`config.mk`:
```
export PLATFORM = sky130hd
export DESIGN_NAME = serial_link_role_handshake_top
export DESIGN_NICKNAME = d
export VERILOG_FILES = /design/src/hw/rtl/slrh_pkg.sv /design/src/hw/rtl/serial_link_role_handshake_top.sv
export SDC_FILE = /design/constraint.sdc
export NUM_CORES = 1
export LEC_CHECK = 0
export CORE_MARGIN = 2
export CORE_UTILIZATION = 55
export DETAILED_ROUTE_END_ITERATION = 10
export DONT_BUFFER_PORTS = 1
export GPL_ROUTABILITY_DRIVEN = 1
export PLACE_DENSITY = 0.71
export SETUP_SLACK_MARGIN = 0.1
export SYNTH_ARGS = -nofsm -noshare
export SYNTH_HDL_FRONTEND = slang
export SYNTH_SLANG_ARGS = --single-unit
```
`constraint.sdc`:
```
create_clock -name clk_i -period 2.65 [get_ports clk_i]
set_clock_uncertainty 0.15 [all_clocks]
set_input_delay 0.1325 -clock clk_i [delete_from_list [all_inputs] [get_ports clk_i]]
set_output_delay 0.1325 -clock clk_i [all_outputs]
set_load 0.01 [all_outputs]
```
`src/hw/rtl/slrh_pkg.sv`:
```
// Package for the serial link role handshake block.
// Holds field widths, register map, side and connection codes and reset values.
// No dependencies.
package slrh_pkg;

  // Field widths
  localparam int unsigned ByteW     = 8;
  localparam int unsigned CodeW     = 2;
  localparam int unsigned InDataW   = 16;
  localparam int unsigned OutDataW  = 16;
  localparam int unsigned ApbAddrW  = 5;
  localparam int unsigned ApbDataW  = 32;
  localparam int unsigned RegIdxW   = 3;

  // Register indexes (byte address is 4 times the index)
  typedef enum logic [RegIdxW-1:0] {
    REG_SYNC_BYTE    = 3'd0,
    REG_ACK_BYTE     = 3'd1,
    REG_MASTER_TICKS = 3'd2,
    REG_SLAVE_TICKS  = 3'd3,
    REG_ACK_TICKS    = 3'd4
  } reg_idx_e;

  // Register reset values
  localparam logic [ByteW-1:0] SyncByteRst    = 8'hAA;
  localparam logic [ByteW-1:0] AckByteRst     = 8'h55;
  localparam logic [ByteW-1:0] MasterTicksRst = 8'd3;
  localparam logic [ByteW-1:0] SlaveTicksRst  = 8'd30;
  localparam logic [ByteW-1:0] AckTicksRst    = 8'd60;

  // Link side codes
  typedef enum logic [CodeW-1:0] {
    SIDE_NONE   = 2'd0,
    SIDE_MASTER = 2'd1,
    SIDE_SLAVE  = 2'd2
  } side_e;

  // Connection state codes
  typedef enum logic [CodeW-1:0] {
    CONN_DOWN   = 2'd0,
    CONN_TRYING = 2'd1,
    CONN_UP     = 2'd2
  } conn_e;

endpackage

```
`src/hw/rtl/serial_link_role_handshake_top.sv`:
```
// Top level of the serial link role handshake block.
// Uses slrh_pkg for widths, register map and codes.
//
// The block takes one request per tick and returns one result per tick. Each
// request is processed in the cycle it is accepted: the phase state machine
// updates and the result is written to the output register, so a new request
// can be taken every clock cycle as long as the output register is empty or is
// being drained. Restart has priority and returns the link to disconnected idle
// with the transfer aborted. The user must write the configuration registers
// over the APB port only while no request is in flight; the block itself does
// not enforce this.
module serial_link_role_handshake_top (
  input  logic                               clk_i,
  input  logic                               rst_ni,
  // Request stream. tdata: restart [0], transfer_done [1], received_byte [9:2]
  input  logic                               s_axis_tvalid,
  output logic                               s_axis_tready,
  input  logic [slrh_pkg::InDataW-1:0]       s_axis_tdata,
  // Result stream. tdata: start_transfer [0], send_byte [8:1], internal_clock [9],
  // abort_transfer [10], link_state [12:11], link_side [14:13]
  output logic                               m_axis_tvalid,
  input  logic                               m_axis_tready,
  output logic [slrh_pkg::OutDataW-1:0]      m_axis_tdata,
  // Configuration port
  input  logic                               psel,
  input  logic                               penable,
  input  logic                               pwrite,
  input  logic [slrh_pkg::ApbAddrW-1:0]      paddr,
  input  logic [slrh_pkg::ApbDataW-1:0]      pwdata,
  output logic [slrh_pkg::ApbDataW-1:0]      prdata,
  output logic                               pready
);
  import slrh_pkg::*;

  typedef enum logic [2:0] {
    PH_IDLE        = 3'd0,
    PH_MASTER_GO   = 3'd1,
    PH_MASTER_WAIT = 3'd2,
    PH_SLAVE_GO    = 3'd3,
    PH_SLAVE_WAIT  = 3'd4,
    PH_ACK_GO      = 3'd5,
    PH_ACK_WAIT    = 3'd6
  } phase_e;

  // Configuration registers
  logic [ByteW-1:0] sync_byte_q, ack_byte_q, master_ticks_q, slave_ticks_q, ack_ticks_q;
  logic [RegIdxW-1:0] reg_idx;
  logic             cfg_wr;

  assign pready  = 1'b1;
  assign reg_idx = paddr[ApbAddrW-1:2];
  assign cfg_wr  = psel & penable & pwrite & pready;

  always_ff @(posedge clk_i or negedge rst_ni) begin
    if (!rst_ni) begin
      sync_byte_q    <= SyncByteRst;
      ack_byte_q     <= AckByteRst;
      master_ticks_q <= MasterTicksRst;
      slave_ticks_q  <= SlaveTicksRst;
      ack_ticks_q    <= AckTicksRst;
    end else if (cfg_wr) begin
      unique case (reg_idx)
        REG_SYNC_BYTE:    sync_byte_q    <= pwdata[ByteW-1:0];
        REG_ACK_BYTE:     ack_byte_q     <= pwdata[ByteW-1:0];
        REG_MASTER_TICKS: master_ticks_q <= pwdata[ByteW-1:0];
        REG_SLAVE_TICKS:  slave_ticks_q  <= pwdata[ByteW-1:0];
        REG_ACK_TICKS:    ack_ticks_q    <= pwdata[ByteW-1:0];
        default: ;
      endcase
    end
  end

  // Register read back
  always_comb begin
    prdata = '0;
    unique case (reg_idx)
      REG_SYNC_BYTE:    prdata[ByteW-1:0] = sync_byte_q;
      REG_ACK_BYTE:     prdata[ByteW-1:0] = ack_byte_q;
      REG_MASTER_TICKS: prdata[ByteW-1:0] = master_ticks_q;
      REG_SLAVE_TICKS:  prdata[ByteW-1:0] = slave_ticks_q;
      REG_ACK_TICKS:    prdata[ByteW-1:0] = ack_ticks_q;
      default:          prdata = '0;
    endcase
  end

  // Handshake state
  phase_e           phase_q, phase_d;
  logic [ByteW-1:0] ticks_q, ticks_d;
  side_e            side_q, side_d;
  conn_e            conn_q, conn_d;

  // Output register
  logic                m_valid_q;
  logic [OutDataW-1:0] m_data_q, m_data_d;

  logic accept;
  assign s_axis_tready = ~m_valid_q | m_axis_tready;
  assign accept        = s_axis_tvalid & s_axis_tready;

  // Request fields
  logic             in_restart, in_done;
  logic [ByteW-1:0] in_rx, ticks_inc;
  assign in_restart = s_axis_tdata[0];
  assign in_done    = s_axis_tdata[1];
  assign in_rx      = s_axis_tdata[9:2];
  assign ticks_inc  = ticks_q + 8'd1;

  logic             start, iclk, abort_x;
  logic [ByteW-1:0] tx;

  // Next-state and result logic for one tick
  always_comb begin
    phase_d = phase_q;
    ticks_d = ticks_q;
    side_d  = side_q;
    conn_d  = conn_q;
    start   = 1'b0;
    tx      = '0;
    iclk    = 1'b0;
    abort_x = 1'b0;
    if (in_restart) begin
      phase_d = PH_IDLE;
      ticks_d = '0;
      side_d  = SIDE_NONE;
      conn_d  = CONN_DOWN;
      abort_x = 1'b1;
    end else begin
      unique case (phase_q)
        PH_IDLE: begin
          conn_d  = CONN_TRYING;
          phase_d = PH_MASTER_GO;
        end
        PH_MASTER_GO: begin
          start   = 1'b1;
          tx      = sync_byte_q;
          iclk    = 1'b1;
          ticks_d = '0;
          phase_d = PH_MASTER_WAIT;
        end
        PH_MASTER_WAIT: begin
          ticks_d = ticks_inc;
          if (in_done) begin
            if (in_rx == sync_byte_q) begin
              side_d  = SIDE_MASTER;
              phase_d = PH_ACK_GO;
            end else begin
              phase_d = PH_SLAVE_GO;
            end
          end else if (ticks_inc >= master_ticks_q) begin
            abort_x = 1'b1;
            phase_d = PH_SLAVE_GO;
          end
        end
        PH_SLAVE_GO: begin
          start   = 1'b1;
          tx      = sync_byte_q;
          ticks_d = '0;
          phase_d = PH_SLAVE_WAIT;
        end
        PH_SLAVE_WAIT: begin
          ticks_d = ticks_inc;
          if (in_done) begin
            if (in_rx == sync_byte_q) begin
              side_d  = SIDE_SLAVE;
              phase_d = PH_ACK_GO;
            end else begin
              phase_d = PH_MASTER_GO;
            end
          end else if (ticks_inc >= slave_ticks_q) begin
            abort_x = 1'b1;
            phase_d = PH_MASTER_GO;
          end
        end
        PH_ACK_GO: begin
          start   = 1'b1;
          tx      = ack_byte_q;
          iclk    = (side_q == SIDE_MASTER);
          ticks_d = '0;
          phase_d = PH_ACK_WAIT;
        end
        PH_ACK_WAIT: begin
          ticks_d = ticks_inc;
          if (in_done) begin
            if ((in_rx == ack_byte_q) || (in_rx == sync_byte_q)) begin
              conn_d  = CONN_UP;
              phase_d = PH_IDLE;
            end else begin
              phase_d = PH_MASTER_GO;
            end
          end else if (ticks_inc >= ack_ticks_q) begin
            abort_x = 1'b1;
            phase_d = PH_MASTER_GO;
          end
        end
        default: phase_d = PH_IDLE;
      endcase
    end
    m_data_d = {1'b0, side_d, conn_d, abort_x, iclk, tx, start};
  end

  // State and output register
  always_ff @(posedge clk_i or negedge rst_ni) begin
    if (!rst_ni) begin
      phase_q   <= PH_IDLE;
      ticks_q   <= '0;
      side_q    <= SIDE_NONE;
      conn_q    <= CONN_DOWN;
      m_valid_q <= 1'b0;
    end else begin
      if (accept) begin
        phase_q   <= phase_d;
        ticks_q   <= ticks_d;
        side_q    <= side_d;
        conn_q    <= conn_d;
        m_valid_q <= 1'b1;
      end else if (m_axis_tready) begin
        m_valid_q <= 1'b0;
      end
    end
  end

  // Result payload
  always_ff @(posedge clk_i) begin
    if (accept) begin
      m_data_q <= m_data_d;
    end
  end

  assign m_axis_tvalid = m_valid_q;
  assign m_axis_tdata  = m_data_q;

endmodule

```
# After elaboration in Yosys (flattened, before gate mapping)
# Cells that the tools add are included.
[word_totals] ff_bits=71 wordCells=88 out_inout_bits=51 inputBits=60
[op_classes] n_addsub=1 reduce_logical=15 order_cmp=3 bitwise=5 eq_ne=16 muxes=36
[op_table] op="$pmux W8 S5" count=1
[op_table] op="$pmux W8 S2" count=2
[op_table] op="$mux W3" count=9
[op_table] op="$ge A8 B8 Y1" count=3
[op_table] op="$pmux W3 S7" count=1
[op_table] op="$eq A8 B8 Y1" count=2
[op_table] op="$mux W2" count=8
[op_table] op="$eq A3 B2 Y1 const B" count=4
[op_table] op="$eq A3 B3 Y1 const B" count=4
[op_table] op="$ne A4 B4 Y1 const B" count=3
[op_table] op="$reduce_and A2 Y1" count=6
[op_table] op="$mux W1" count=10
[op_table] op="$add A8 B1 Y8 const B" count=1
[op_table] op="$mux W8" count=1
[op_table] op="$pmux W2 S2" count=2
[op_table] op="$eq A3 B1 Y1 const B" count=2
[op_table] op="$logic_not A3 Y1" count=2
[op_table] op="$reduce_or A3 Y1" count=2
[op_table] op="$reduce_and A4 Y1" count=1
[op_table] op="$and A1 B1 Y1" count=3
[op_table] op="$pmux W1 S3" count=1
[op_table] op="$reduce_bool A3 Y1" count=1
[op_table] op="$eq A2 B1 Y1 const B" count=1
[op_table] op="$pmux W1 S2" count=1
[op_table] op="other kinds (5)" count=5

# Logic depth before layout (Yosys ltp)
# Gate-level depths: netlist (run 1).
[depth] ltp_word=6 mapped_depth=11

# Worst setup path before layout (run 1)
# OpenSTA, ideal clock, no wires.
[synth_timing] path_type="register to register" from="register ticks_q[0]" to="register phase_q[0]" stages_incl_launch_ff=10 required_time_ps=2375 slack_ps=-136 arrival_time_ps=2511 n_path_buf=0 setup_ps=125 path_cell_list="dfrtp_1 > ha_1 > xor2_1 > ha_1 > or3_2 > a21oi_1 > o31a_1 > a41o_2 > o21a_4 > mux2_4"
[synth_via] elab_chain_cells=4
[synth_rtl] element="start, declared" line_no="serial_link_role_handshake_top.sv:88" text="logic [ByteW-1:0] ticks_q, ticks_d;"
[synth_rtl] element="start signal, assigned" line_no="serial_link_role_handshake_top.sv:212" text="ticks_q <= ticks_d;"
[synth_rtl] element="$add A8 B1 Y8 *" line_no="serial_link_role_handshake_top.sv:106" text="assign ticks_inc = ticks_q + 8'd1;"
[synth_rtl] element="$ge A8 B8 Y1, on equally long branches" line_no="serial_link_role_handshake_top.sv:190, serial_link_role_handshake_top.sv:149, serial_link_role_handshake_top.sv:169"
[synth_rtl] element="$ne A4 B4 Y1 (no source line)"
[synth_rtl] element="$reduce_and A4 Y1 (no source line) *"
[synth_rtl] element="end signal, assigned" line_no="serial_link_role_handshake_top.sv:211" text="phase_q <= phase_d;"
[synth_rtl] element="end, declared" line_no="serial_link_role_handshake_top.sv:87" text="phase_e phase_q, phase_d;"
# Mark *: on every way between the ends. The rest lies on a longest branch, timed or not.
# A chain may end at the register's enable or synchronous reset.

# Worst setup path after layout (run 1)
[layout_timing] from="register ticks_q[1]" to="register phase_q[0]"
# The elaborated chain is that of the path after synthesis.

==> impl_results.html, run 1 <==
<table>
<tr><th>Metric</th><th>Value</th></tr>
<tr><th colspan="2">CTS</th></tr>
<tr><td>TritonCTS clock tree</td><td>built</td></tr>
<tr><td>Clock root buffer</td><td>sky130_fd_sc_hd__clkbuf_8</td></tr>
<tr><td>Clock net sink count</td><td>71</td></tr>
<tr><td>H-tree levels</td><td>3</td></tr>
<tr><td>TritonCTS buffer count</td><td>9</td></tr>
<tr><td>Maximum count of clock buffers along a single path</td><td>2</td></tr>
<tr><td>Clk_lat worst skew</td><td>0.35 ns</td></tr>
<tr><td>Worst-path clk slew</td><td>0.07 ns</td></tr>
<tr><th colspan="2">Logic synthesis</th></tr>
<tr><td>Most frequent cells after synthesis</td><td>47 x sky130_fd_sc_hd__nand2_1, 38 x sky130_fd_sc_hd__dfrtp_1, 30 x sky130_fd_sc_hd__a21oi_1</td></tr>
<tr><td>Post-synth cell types</td><td>53</td></tr>
<tr><td>Fraction of synthesis flops using an asynchronous set or reset pin</td><td>78.9%</td></tr>
<tr><td>FF+latch count, synth</td><td>71</td></tr>
<tr><td>Number of flops mapped to enable cells by yosys</td><td>15</td></tr>
<tr><td>Warnings from Yosys</td><td>0</td></tr>
<tr><td>Top FF cell, synth</td><td>sky130_fd_sc_hd__dfrtp_1</td></tr>
<tr><td>Average instance area after synthesis</td><td>9.73 µm²</td></tr>
<tr><td>Dominant cell by count in the synthesized netlist</td><td>sky130_fd_sc_hd__nand2_1</td></tr>
<tr><td>Synth top area cells</td><td>sky130_fd_sc_hd__dfrtp_1 22%, sky130_fd_sc_hd__dfstp_2 11%, sky130_fd_sc_hd__edfxtp_1 10%, sky130_fd_sc_hd__ha_1 7.1%, sky130_fd_sc_hd__mux2_2 4.9%</td></tr>
<tr><td>Portion of synthesized cell area occupied by the leading cell type</td><td>21.7%</td></tr>
<tr><td>Area of the mapped netlist</td><td>0.00438 mm²</td></tr>
<tr><td>Cell type with the largest total area after synthesis</td><td>sky130_fd_sc_hd__dfrtp_1</td></tr>
<tr><td>Cell count after synthesis</td><td>450</td></tr>
<tr><td>Sequential element share of the synthesized area</td><td>42.8%</td></tr>
<tr><th colspan="2">Critical path</th></tr>
<tr><td>Worst reg2reg startpoint</td><td>ticks_q[1]$_DFFE_PN0P_</td></tr>
<tr><td>Crit path buffers/inverters</td><td>1</td></tr>
<tr><td>Required time worst endpoint</td><td>2.74 ns</td></tr>
<tr><td>Data arrival time of the critical path</td><td>2.90 ns</td></tr>
<tr><td>Setup crit start</td><td>ticks_q[1]$_DFFE_PN0P_</td></tr>
<tr><td>CP max-delay cell</td><td>sky130_fd_sc_hd__dfrtp_2</td></tr>
<tr><td>Total stage count of the critical path</td><td>11</td></tr>
<tr><td>Cell chain of the critical path</td><td>ha_4 -&gt; nand3_4 -&gt; nor2_4 -&gt; xor2_4 -&gt; ha_4 -&gt; buf_6 -&gt; nand3_2 -&gt; o31a_1 -&gt; a41o_2 -&gt; o21a_4 -&gt; mux2_4</td></tr>
<tr><td>Largest stage delay on the critical path</td><td>0.41 ns</td></tr>
<tr><td>Critical path capture point</td><td>phase_q[0]$_DFFE_PN0P_</td></tr>
<tr><td>R2R cell count</td><td>11</td></tr>
<tr><td>Reg2reg end</td><td>phase_q[0]$_DFFE_PN0P_</td></tr>
<tr><td>Nature of the critical path startpoint</td><td>register</td></tr>
<tr><td>Worst setup path category</td><td>register to register</td></tr>
<tr><td>Category of cells accounting for the largest share of critical-path delay</td><td>compound AO/OA/AOI/OAI gates</td></tr>
<tr><td>Crit-path most repeated cell</td><td>sky130_fd_sc_hd__ha_4</td></tr>
<tr><td>Worst setup EP type</td><td>register</td></tr>
<tr><td>Worst R2R Setup Slack</td><td>-0.16 ns</td></tr>
<tr><td>Max FO, Critical Path</td><td>4</td></tr>
<tr><th colspan="2">Power and ir drop</th></tr>
<tr><td>PwrDens</td><td>660 mW/mm²</td></tr>
<tr><td>Leak</td><td>0.00227 µW</td></tr>
<tr><td>Highest ir drop seen on vdd</td><td>0.318 mV</td></tr>
<tr><th colspan="2">Place</th></tr>
<tr><td>Instance area at placement</td><td>0.00452 mm²</td></tr>
<tr><td>Gpl congestion</td><td>0.931</td></tr>
<tr><td>Placement Setup Slack</td><td>-0.249 ns</td></tr>
<tr><td>Total half-perimeter wirelength after legalization and detailed placement</td><td>7380 µm</td></tr>
<tr><td>Placed cell count</td><td>553</td></tr>
<tr><td>Port bufs</td><td>0</td></tr>
<tr><th colspan="2">Global route</th></tr>
<tr><td>Grt ovf</td><td>0</td></tr>
<tr><td>First-pass GRT wire length</td><td>16900 µm</td></tr>
<tr><td>Number of global-route vias before repair</td><td>3390</td></tr>
<tr><td>Pin count of the biggest net entering global routing</td><td>57</td></tr>
<tr><td>Number of antenna violations at the first check in global routing</td><td>0</td></tr>
<tr><td>Tot GR Track Use</td><td>25.3%</td></tr>
<tr><th colspan="2">Timing</th></tr>
<tr><td>Setup violation total in the final timing report</td><td>4</td></tr>
<tr><td>Final hold violation count</td><td>0</td></tr>
<tr><td>Period utilization</td><td>106%</td></tr>
<tr><td>Minimum clock period after layout</td><td>2.81 ns</td></tr>
<tr><td>Max-slew violation count</td><td>0</td></tr>
<tr><td>Slew of the pin with the lowest slew margin</td><td>0.738 ns</td></tr>
<tr><td>Final worst setup slack</td><td>-0.161 ns</td></tr>
<tr><td>Peak Freq</td><td>356 MHz</td></tr>
<tr><td>Worst slew margin</td><td>50.1%</td></tr>
<tr><td>Setup repair after global routing missed its margin</td><td>yes</td></tr>
<tr><th colspan="2">Drt</th></tr>
<tr><td>DRT Pass-1 Iters</td><td>4</td></tr>
<tr><td>Residual antenna-violating net count after detailed routing</td><td>0</td></tr>
<tr><td>Wire length per cell after detailed routing</td><td>17.9 µm</td></tr>
<tr><td>Total wirelength of the detailed-routed design</td><td>10600 µm</td></tr>
<tr><td>Via count of the routed design</td><td>3365</td></tr>
<tr><td>Residual DRC count</td><td>0</td></tr>
<tr><td>Routed vias/inst</td><td>5.67</td></tr>
<tr><td>Number of DRC markers after the initial detailed-route iteration</td><td>249</td></tr>
<tr><th colspan="2">Run status</th></tr>
<tr><td>Violated checks</td><td>negative setup slack</td></tr>
<tr><td>Result of the run</td><td>finished with violations</td></tr>
<tr><th colspan="2">Finish</th></tr>
<tr><td>Filler instances</td><td>601</td></tr>
<tr><td>Antenna diode count</td><td>0</td></tr>
<tr><td>Final Instance Count excl. Fillers</td><td>593</td></tr>
<tr><td>Area Growth Syn to Fin</td><td>17.7%</td></tr>
<tr><td>Layout net count</td><td>571</td></tr>
<tr><td>Total area of multi-input combinational cells</td><td>0.00250 mm²</td></tr>
<tr><td>Fraction of final layout cells sized beyond drive strength 1</td><td>23.2%</td></tr>
<tr><td>Seq. cell area</td><td>0.00188 mm²</td></tr>
<tr><td>Final instance area</td><td>0.00515 mm²</td></tr>
<tr><td>Utilization after layout</td><td>66.7%</td></tr>
<tr><th colspan="2">Floorplan</th></tr>
<tr><td>Initial core utilization</td><td>56.7%</td></tr>
<tr><td>Floorplan Core Area</td><td>0.00773 mm²</td></tr>
<tr><td>Die outline width</td><td>93.2 µm</td></tr>
<tr><td>Ports</td><td>111</td></tr>
<tr><td>Die Outline Area</td><td>0.00869 mm²</td></tr>
<tr><td>DIE HEIGHT</td><td>93.2 µm</td></tr>
<tr><td>Total number of placement rows</td><td>32</td></tr>
<tr><th colspan="2">Hold path</th></tr>
<tr><td>Worst hold-check path type</td><td>input pin to register</td></tr>
<tr><th colspan="2">Flow run</th></tr>
<tr><td>Max-cap check violation count</td><td>0</td></tr>
</table>
==> area by class of cell <==
type	instances	area share, %
Multi-Input combinational cell	335	48.5
Sequential cell	71	36.4
Timing Repair Buffer	42	7.57
Clock buffer	11	2.55
Tap cell	102	2.48
Inverter	27	1.97
Clock inverter	5	0.510
==> timing repair <==
action	4_1_cts	5_1_grt
pin swaps	21	15
setup buffers	3	1
endpoints found under the hold margin	110	0
gates resized for setup	26	13
endpoints found under the setup margin	4	4
hold buffers	20	0
==> per-layer routing <==
layer  share of wire [%]  wire, µm  track usage (%)
met1                  42      4460             31.0
met2                  49      5260             42.0
met4                 3.6       386             13.1
met5                   0         0                0
met3                 5.0       531             5.40
==> report_power, final <==
part / internal, µW / leakage (µW) / switching, µW
Clock: 332 / 0.0000805 / 414
Sequential: 1380 / 0.000809 / 231
Combinational: 488 / 0.00138 / 560
==> registers in the layout, indices dropped and copies added (netlist names) <==
register and flops:
phase_q 3, conn_q 2, m_axis_tvalid 1, ticks_q 8, sync_byte_q 8, ack_byte_q 8
master_ticks_q 8, ack_ticks_q 8, slave_ticks_q 8, side_q 2, m_axis_tdata 15
==> logic make-up after synthesis <==
kind of cell    Yosys count  share of synthesized area (%)
xor+xnor                 22                           4.40
buf+inv                  68                           8.37
simple gates            133                           15.1
compound gates           93                           12.9
mux                      36                           9.17
flops                    71                           42.8
fa+ha+maj                25                           7.14
other cells               2                          0.171
==> worst min-delay path: cells and delay by family <==
kind / cells / cell delay [ns]
AND/OR/NAND/NOR: 1 / 0.15
AO/OA/AOI/OAI: 2 / 0.20
==> per-stage QoR <==
stage          total power [µW]  TNS [ns]  hold WS, ns
2_1_floorplan              2300  -0.00625       -0.313
3_3_place_gp               2460    -0.634       -0.311
3_5_place_dp               2500    -0.709       -0.311
4_1_cts                    3360    -0.257      0.00990
5_1_grt                    3590    -0.779       0.0493
6_report                   3400    -0.334       0.0220
==> layout by cell type (no fill, tap or decap), types with 4 or more instances in the layout <==
cell	count
sky130_fd_sc_hd__ha_1	20
sky130_fd_sc_hd__o22ai_1	7
sky130_fd_sc_hd__o21ai_1	5
sky130_fd_sc_hd__nand3b_1	7
sky130_fd_sc_hd__dlygate4sd3_1	19
sky130_fd_sc_hd__nor2_1	24
sky130_fd_sc_hd__conb_1	26
sky130_fd_sc_hd__buf_4	20
sky130_fd_sc_hd__nor3_1	7
sky130_fd_sc_hd__a21oi_2	6
sky130_fd_sc_hd__edfxtp_1	15
sky130_fd_sc_hd__o21ai_0	26
sky130_fd_sc_hd__nor2b_1	4
sky130_fd_sc_hd__mux2_2	19
sky130_fd_sc_hd__inv_1	25
sky130_fd_sc_hd__clkbuf_8	9
sky130_fd_sc_hd__mux2i_1	15
sky130_fd_sc_hd__dfstp_2	18
sky130_fd_sc_hd__ha_4	5
sky130_fd_sc_hd__nand2_1	47
sky130_fd_sc_hd__nand2b_1	19
sky130_fd_sc_hd__a21oi_1	24
sky130_fd_sc_hd__xor2_1	14
sky130_fd_sc_hd__dfrtp_1	36
==> worst min-delay path by stage <==
stage / slack [ns] / start / depth (start not counted) / end
after floorplan: -0.31 / rst_ni / 0 / ack_byte_q[1]$_DFFE_PN0P_
after global placement: -0.31 / rst_ni / 0 / ack_byte_q[3]$_DFFE_PN0P_
after detailed placement: -0.31 / rst_ni / 0 / ack_byte_q[3]$_DFFE_PN0P_
after CTS: 0.01 / s_axis_tdata[1] / 3 / phase_q[1]$_DFFE_PN0P_
after global routing: 0.05 / s_axis_tdata[1] / 3 / phase_q[2]$_DFFE_PN0P_
final: 0.02 / s_axis_tdata[1] / 3 / phase_q[2]$_DFFE_PN0P_
(Power assumes the default switching activity.)
==> run 2, diff against run 1 <==
PLACE_DENSITY = 0.84   (was 0.71)
==> run 2 against run 1 <==
Cell area grew 2.7%. Global-route usage grew 1.0 points. Register-to-register slack worse by 0.07 ns. Critical path depth rose by 1. Total power up 5.5%. Die area is the same. Sequential power about the same. Fmax shrank 2.5%. The run still ends with negative setup slack left. Critical endpoint unchanged. Non-clock buffer count up 11. Setup slack worse by 0.071 ns.
==> impl_results.html, run 2 (synthesis results as in run 1) <==
<table>
<tr><th>Metric</th><th>Value</th></tr>
<tr><th colspan="2">Floorplan</th></tr>
<tr><td>Ports</td><td>111 (unchanged)</td></tr>
<tr><td>Die outline width</td><td>93.2 µm (unchanged)</td></tr>
<tr><td>Die Outline Area</td><td>0.00869 mm² (unchanged)</td></tr>
<tr><td>Floorplan Core Area</td><td>0.00773 mm² (unchanged)</td></tr>
<tr><td>DIE HEIGHT</td><td>93.2 µm (unchanged)</td></tr>
<tr><td>Initial core utilization</td><td>56.7% (unchanged)</td></tr>
<tr><td>Total number of placement rows</td><td>32 (unchanged)</td></tr>
<tr><th colspan="2">Drt</th></tr>
<tr><td>Total wirelength of the detailed-routed design</td><td>11100 µm (+4.6%)</td></tr>
<tr><td>Routed vias/inst</td><td>5.91 (+4.1%)</td></tr>
<tr><td>Residual antenna-violating net count after detailed routing</td><td>0 (unchanged)</td></tr>
<tr><td>Residual DRC count</td><td>0 (unchanged)</td></tr>
<tr><td>Number of DRC markers after the initial detailed-route iteration</td><td>341 (+37%)</td></tr>
<tr><td>Wire length per cell after detailed routing</td><td>18.4 µm (+2.7%)</td></tr>
<tr><td>Via count of the routed design</td><td>3567 (+6.0%)</td></tr>
<tr><td>DRT Pass-1 Iters</td><td>8 (+4)</td></tr>
<tr><th colspan="2">Timing</th></tr>
<tr><td>Setup violation total in the final timing report</td><td>4 (unchanged)</td></tr>
<tr><td>Period utilization</td><td>109% (+2.7 points)</td></tr>
<tr><td>Worst slew margin</td><td>52.6% (+2.5 points)</td></tr>
<tr><td>Setup repair after global routing missed its margin</td><td>yes</td></tr>
<tr><td>Max-slew violation count</td><td>0 (unchanged)</td></tr>
<tr><td>Final hold violation count</td><td>0 (unchanged)</td></tr>
<tr><td>Slew of the pin with the lowest slew margin</td><td>0.707 ns (-0.0310 ns)</td></tr>
<tr><td>Minimum clock period after layout</td><td>2.88 ns (+0.0710 ns)</td></tr>
<tr><td>Peak Freq</td><td>347 MHz (-2.5%)</td></tr>
<tr><td>Final worst setup slack</td><td>-0.232 ns (-0.0710 ns)</td></tr>
<tr><td>Sum of negative setup slack</td><td>-0.709 ns (-0.375 ns)</td></tr>
<tr><th colspan="2">Critical path</th></tr>
<tr><td>Worst setup path category</td><td>register to register</td></tr>
<tr><td>Worst R2R Setup Slack</td><td>-0.23 ns (-0.07 ns)</td></tr>
<tr><td>Setup crit start</td><td>ticks_q[1]$_DFFE_PN0P_</td></tr>
<tr><td>R2R cell count</td><td>12 (+1)</td></tr>
<tr><td>Reg2reg end</td><td>phase_q[0]$_DFFE_PN0P_</td></tr>
<tr><td>Data arrival time of the critical path</td><td>2.98 ns (+0.08 ns)</td></tr>
<tr><td>Worst setup EP type</td><td>register</td></tr>
<tr><td>Worst reg2reg startpoint</td><td>ticks_q[1]$_DFFE_PN0P_</td></tr>
<tr><td>Required time worst endpoint</td><td>2.75 ns (about the same)</td></tr>
<tr><td>Nature of the critical path startpoint</td><td>register</td></tr>
<tr><td>Max FO, Critical Path</td><td>4 (unchanged)</td></tr>
<tr><td>Critical path capture point</td><td>phase_q[0]$_DFFE_PN0P_</td></tr>
<tr><th colspan="2">Finish</th></tr>
<tr><td>Layout net count</td><td>582 (+1.9%)</td></tr>
<tr><td>Final instance area</td><td>0.00529 mm² (+2.7%)</td></tr>
<tr><td>Filler instances</td><td>522 (-13%)</td></tr>
<tr><td>Leading cell type in the layout, fill and taps excluded</td><td>sky130_fd_sc_hd__nand2_1</td></tr>
<tr><td>Antenna diode count</td><td>0 (unchanged)</td></tr>
<tr><td>Max FFs per register</td><td>15 (unchanged)</td></tr>
<tr><td>Most used cells in the layout excluding fill and tap cells</td><td>47 x sky130_fd_sc_hd__nand2_1, 35 x sky130_fd_sc_hd__dfrtp_1, 29 x sky130_fd_sc_hd__buf_4</td></tr>
<tr><td>Final Instance Count excl. Fillers</td><td>604 (+1.9%)</td></tr>
<tr><td>Area Growth Syn to Fin</td><td>20.9%</td></tr>
<tr><td>Fraction of final layout cells sized beyond drive strength 1</td><td>25.5% (+2.3 points)</td></tr>
<tr><th colspan="2">Power and ir drop</th></tr>
<tr><td>Highest ir drop seen on vdd</td><td>0.350 mV (+10%)</td></tr>
<tr><td>Net Sw Power</td><td>1250 µW (+3.9%)</td></tr>
<tr><td>Part of the total power dissipated in the clock network</td><td>25.3% (+3.4 points)</td></tr>
<tr><td>Combinational cell fraction of total power</td><td>30.2% (-0.6 points)</td></tr>
<tr><td>Leak</td><td>0.00233 µW (+3.0%)</td></tr>
<tr><td>Part of the power in registers</td><td>44.5% (-2.8 points)</td></tr>
<tr><td>Switching share of power</td><td>34.9% (-0.52 points)</td></tr>
<tr><td>Total chip power</td><td>3590 µW (+5.5%)</td></tr>
<tr><td>PwrDens</td><td>678 mW/mm² (+2.7%)</td></tr>
<tr><td>Internal power of the cells</td><td>2340 µW (+6.3%)</td></tr>
<tr><th colspan="2">Place</th></tr>
<tr><td>Placed cell count</td><td>554 (+0.18%)</td></tr>
<tr><td>Port bufs</td><td>0 (unchanged)</td></tr>
<tr><td>Placement Setup Slack</td><td>-0.238 ns (+0.0113 ns)</td></tr>
<tr><td>Gpl congestion</td><td>0.931 (about the same)</td></tr>
<tr><td>Total half-perimeter wirelength after legalization and detailed placement</td><td>7550 µm (+2.4%)</td></tr>
<tr><td>Instance area at placement</td><td>0.00453 mm² (+0.17%)</td></tr>
<tr><th colspan="2">CTS</th></tr>
<tr><td>Worst-path clk slew</td><td>0.08 ns (about the same)</td></tr>
<tr><td>TritonCTS clock tree</td><td>built</td></tr>
<tr><td>Clk_lat worst skew</td><td>0.35 ns (about the same)</td></tr>
<tr><td>TritonCTS buffer count</td><td>9 (unchanged)</td></tr>
<tr><td>H-tree levels</td><td>3 (unchanged)</td></tr>
<tr><td>Maximum count of clock buffers along a single path</td><td>2 (unchanged)</td></tr>
<tr><td>Clock root buffer</td><td>sky130_fd_sc_hd__clkbuf_8</td></tr>
<tr><td>Clock net sink count</td><td>71 (unchanged)</td></tr>
<tr><th colspan="2">Global route</th></tr>
<tr><td>Grt ovf</td><td>0 (unchanged)</td></tr>
<tr><td>Number of antenna violations at the first check in global routing</td><td>0 (unchanged)</td></tr>
<tr><td>Number of global-route vias before repair</td><td>3537 (+4.3%)</td></tr>
<tr><td>Pin count of the biggest net entering global routing</td><td>57 (unchanged)</td></tr>
<tr><td>Tot GR Track Use</td><td>26.3% (+1.0 points)</td></tr>
<tr><td>First-pass GRT wire length</td><td>17600 µm (+4.4%)</td></tr>
<tr><th colspan="2">Run status</th></tr>
<tr><td>Violated checks</td><td>negative setup slack</td></tr>
<tr><td>Result of the run</td><td>finished with violations</td></tr>
<tr><th colspan="2">Flow run</th></tr>
<tr><td>Max-cap check violation count</td><td>0 (unchanged)</td></tr>
<tr><th colspan="2">Hold path</th></tr>
<tr><td>Worst hold-check path type</td><td>input pin to register</td></tr>
</table>
==> run 2: changes by cell type in the layout (fill, tap and decap cells not counted), sizes merged <==
| cell | delta |
|---|---|
| buf | +10 |
| clkinv | -1 |
| inv | +1 |
| bufinv | +1 |
| dlygate4sd3 | +1 |
| clkbuf | -1 |
==> run 2: power by group through the flow <==
stage	registers [µW]	clock network, µW	logic [µW]
floorplan	1520	0	776
global placement	1600	0	847
detailed placement	1610	0	890
CTS	1590	913	1030
global route	1620	963	1200
finish	1600	908	1080
==> run 2: worst min-delay path by stage <==
stage                         start                             to  slack, ns  cells past startpoint
global route               paddr[2]  master_ticks_q[7]$_DFFE_PN0P_       0.04                      3
floorplan                    rst_ni      ack_byte_q[1]$_DFFE_PN0P_      -0.31                      0
CTS                        paddr[2]  master_ticks_q[2]$_DFFE_PN0P_      0.001                      3
global placement             rst_ni     sync_byte_q[0]$_DFFE_PN0P_      -0.31                      0
finish              s_axis_tdata[1]         phase_q[2]$_DFFE_PN0P_       0.03                      3
detailed placement           rst_ni     sync_byte_q[2]$_DFFE_PN0P_      -0.31                      0
==> run 2: metrics by stage <==
stage	utilization, %	hold slack [ns]
floorplan	-	-0.313
global placement	58.6	-0.311
detailed placement	58.6	-0.311
CTS	67.6	0.00127
global route	68.5	0.0376
finish	68.5	0.0286
==> run 2: area by class of cell <==
type / instances / area, µm² / area share (%)
repair buffers: 53 / 479 / 9.05
flip-flops and latches: 71 / 1880 / 35.5
multi-input cells: 335 / 2500 / 47.2
clock inverters: 6 / 68.8 / 1.30
well taps: 102 / 128 / 2.41
inverters: 27 / 101 / 1.91
clock buffers: 10 / 138 / 2.60
==> run 2: timing repair <==
action | 4_1_cts | 5_1_grt
setup endpoints to repair | 4 | 4
setup buffers | 9 | 4
endpoints found under the hold margin | 112 | 0
pin swaps | 29 | 11
resized for setup | 33 | 7
hold buffers | 21 | 0
gates cloned | 0 | 0
==> run 2: layer usage <==
layer,vias to the layer above,wire [µm],share of wire (%),global-route usage [%]
met5,-,0,0,0
li1,1624,-,-,-
met1,1717,4270,38,30.8
met3,38,709,6.4,5.32
met2,188,5750,52,46.1
met4,0,399,3.6,12.5
==> run 2: critical path, stage by stage, from the launching register on <==
cell and delay [ns]:
sky130_fd_sc_hd__dfrtp_1 0.43, sky130_fd_sc_hd__ha_4 0.21, sky130_fd_sc_hd__nand3_4 0.13, sky130_fd_sc_hd__nor2_4 0.13
sky130_fd_sc_hd__xor2_2 0.23, sky130_fd_sc_hd__ha_1 0.30, sky130_fd_sc_hd__o21ai_1 0.15, sky130_fd_sc_hd__nor2_1 0.08
sky130_fd_sc_hd__a211oi_2 0.25, sky130_fd_sc_hd__buf_4 0.16, sky130_fd_sc_hd__a2bb2o_4 0.13, sky130_fd_sc_hd__o21a_4 0.13
sky130_fd_sc_hd__mux2_4 0.29
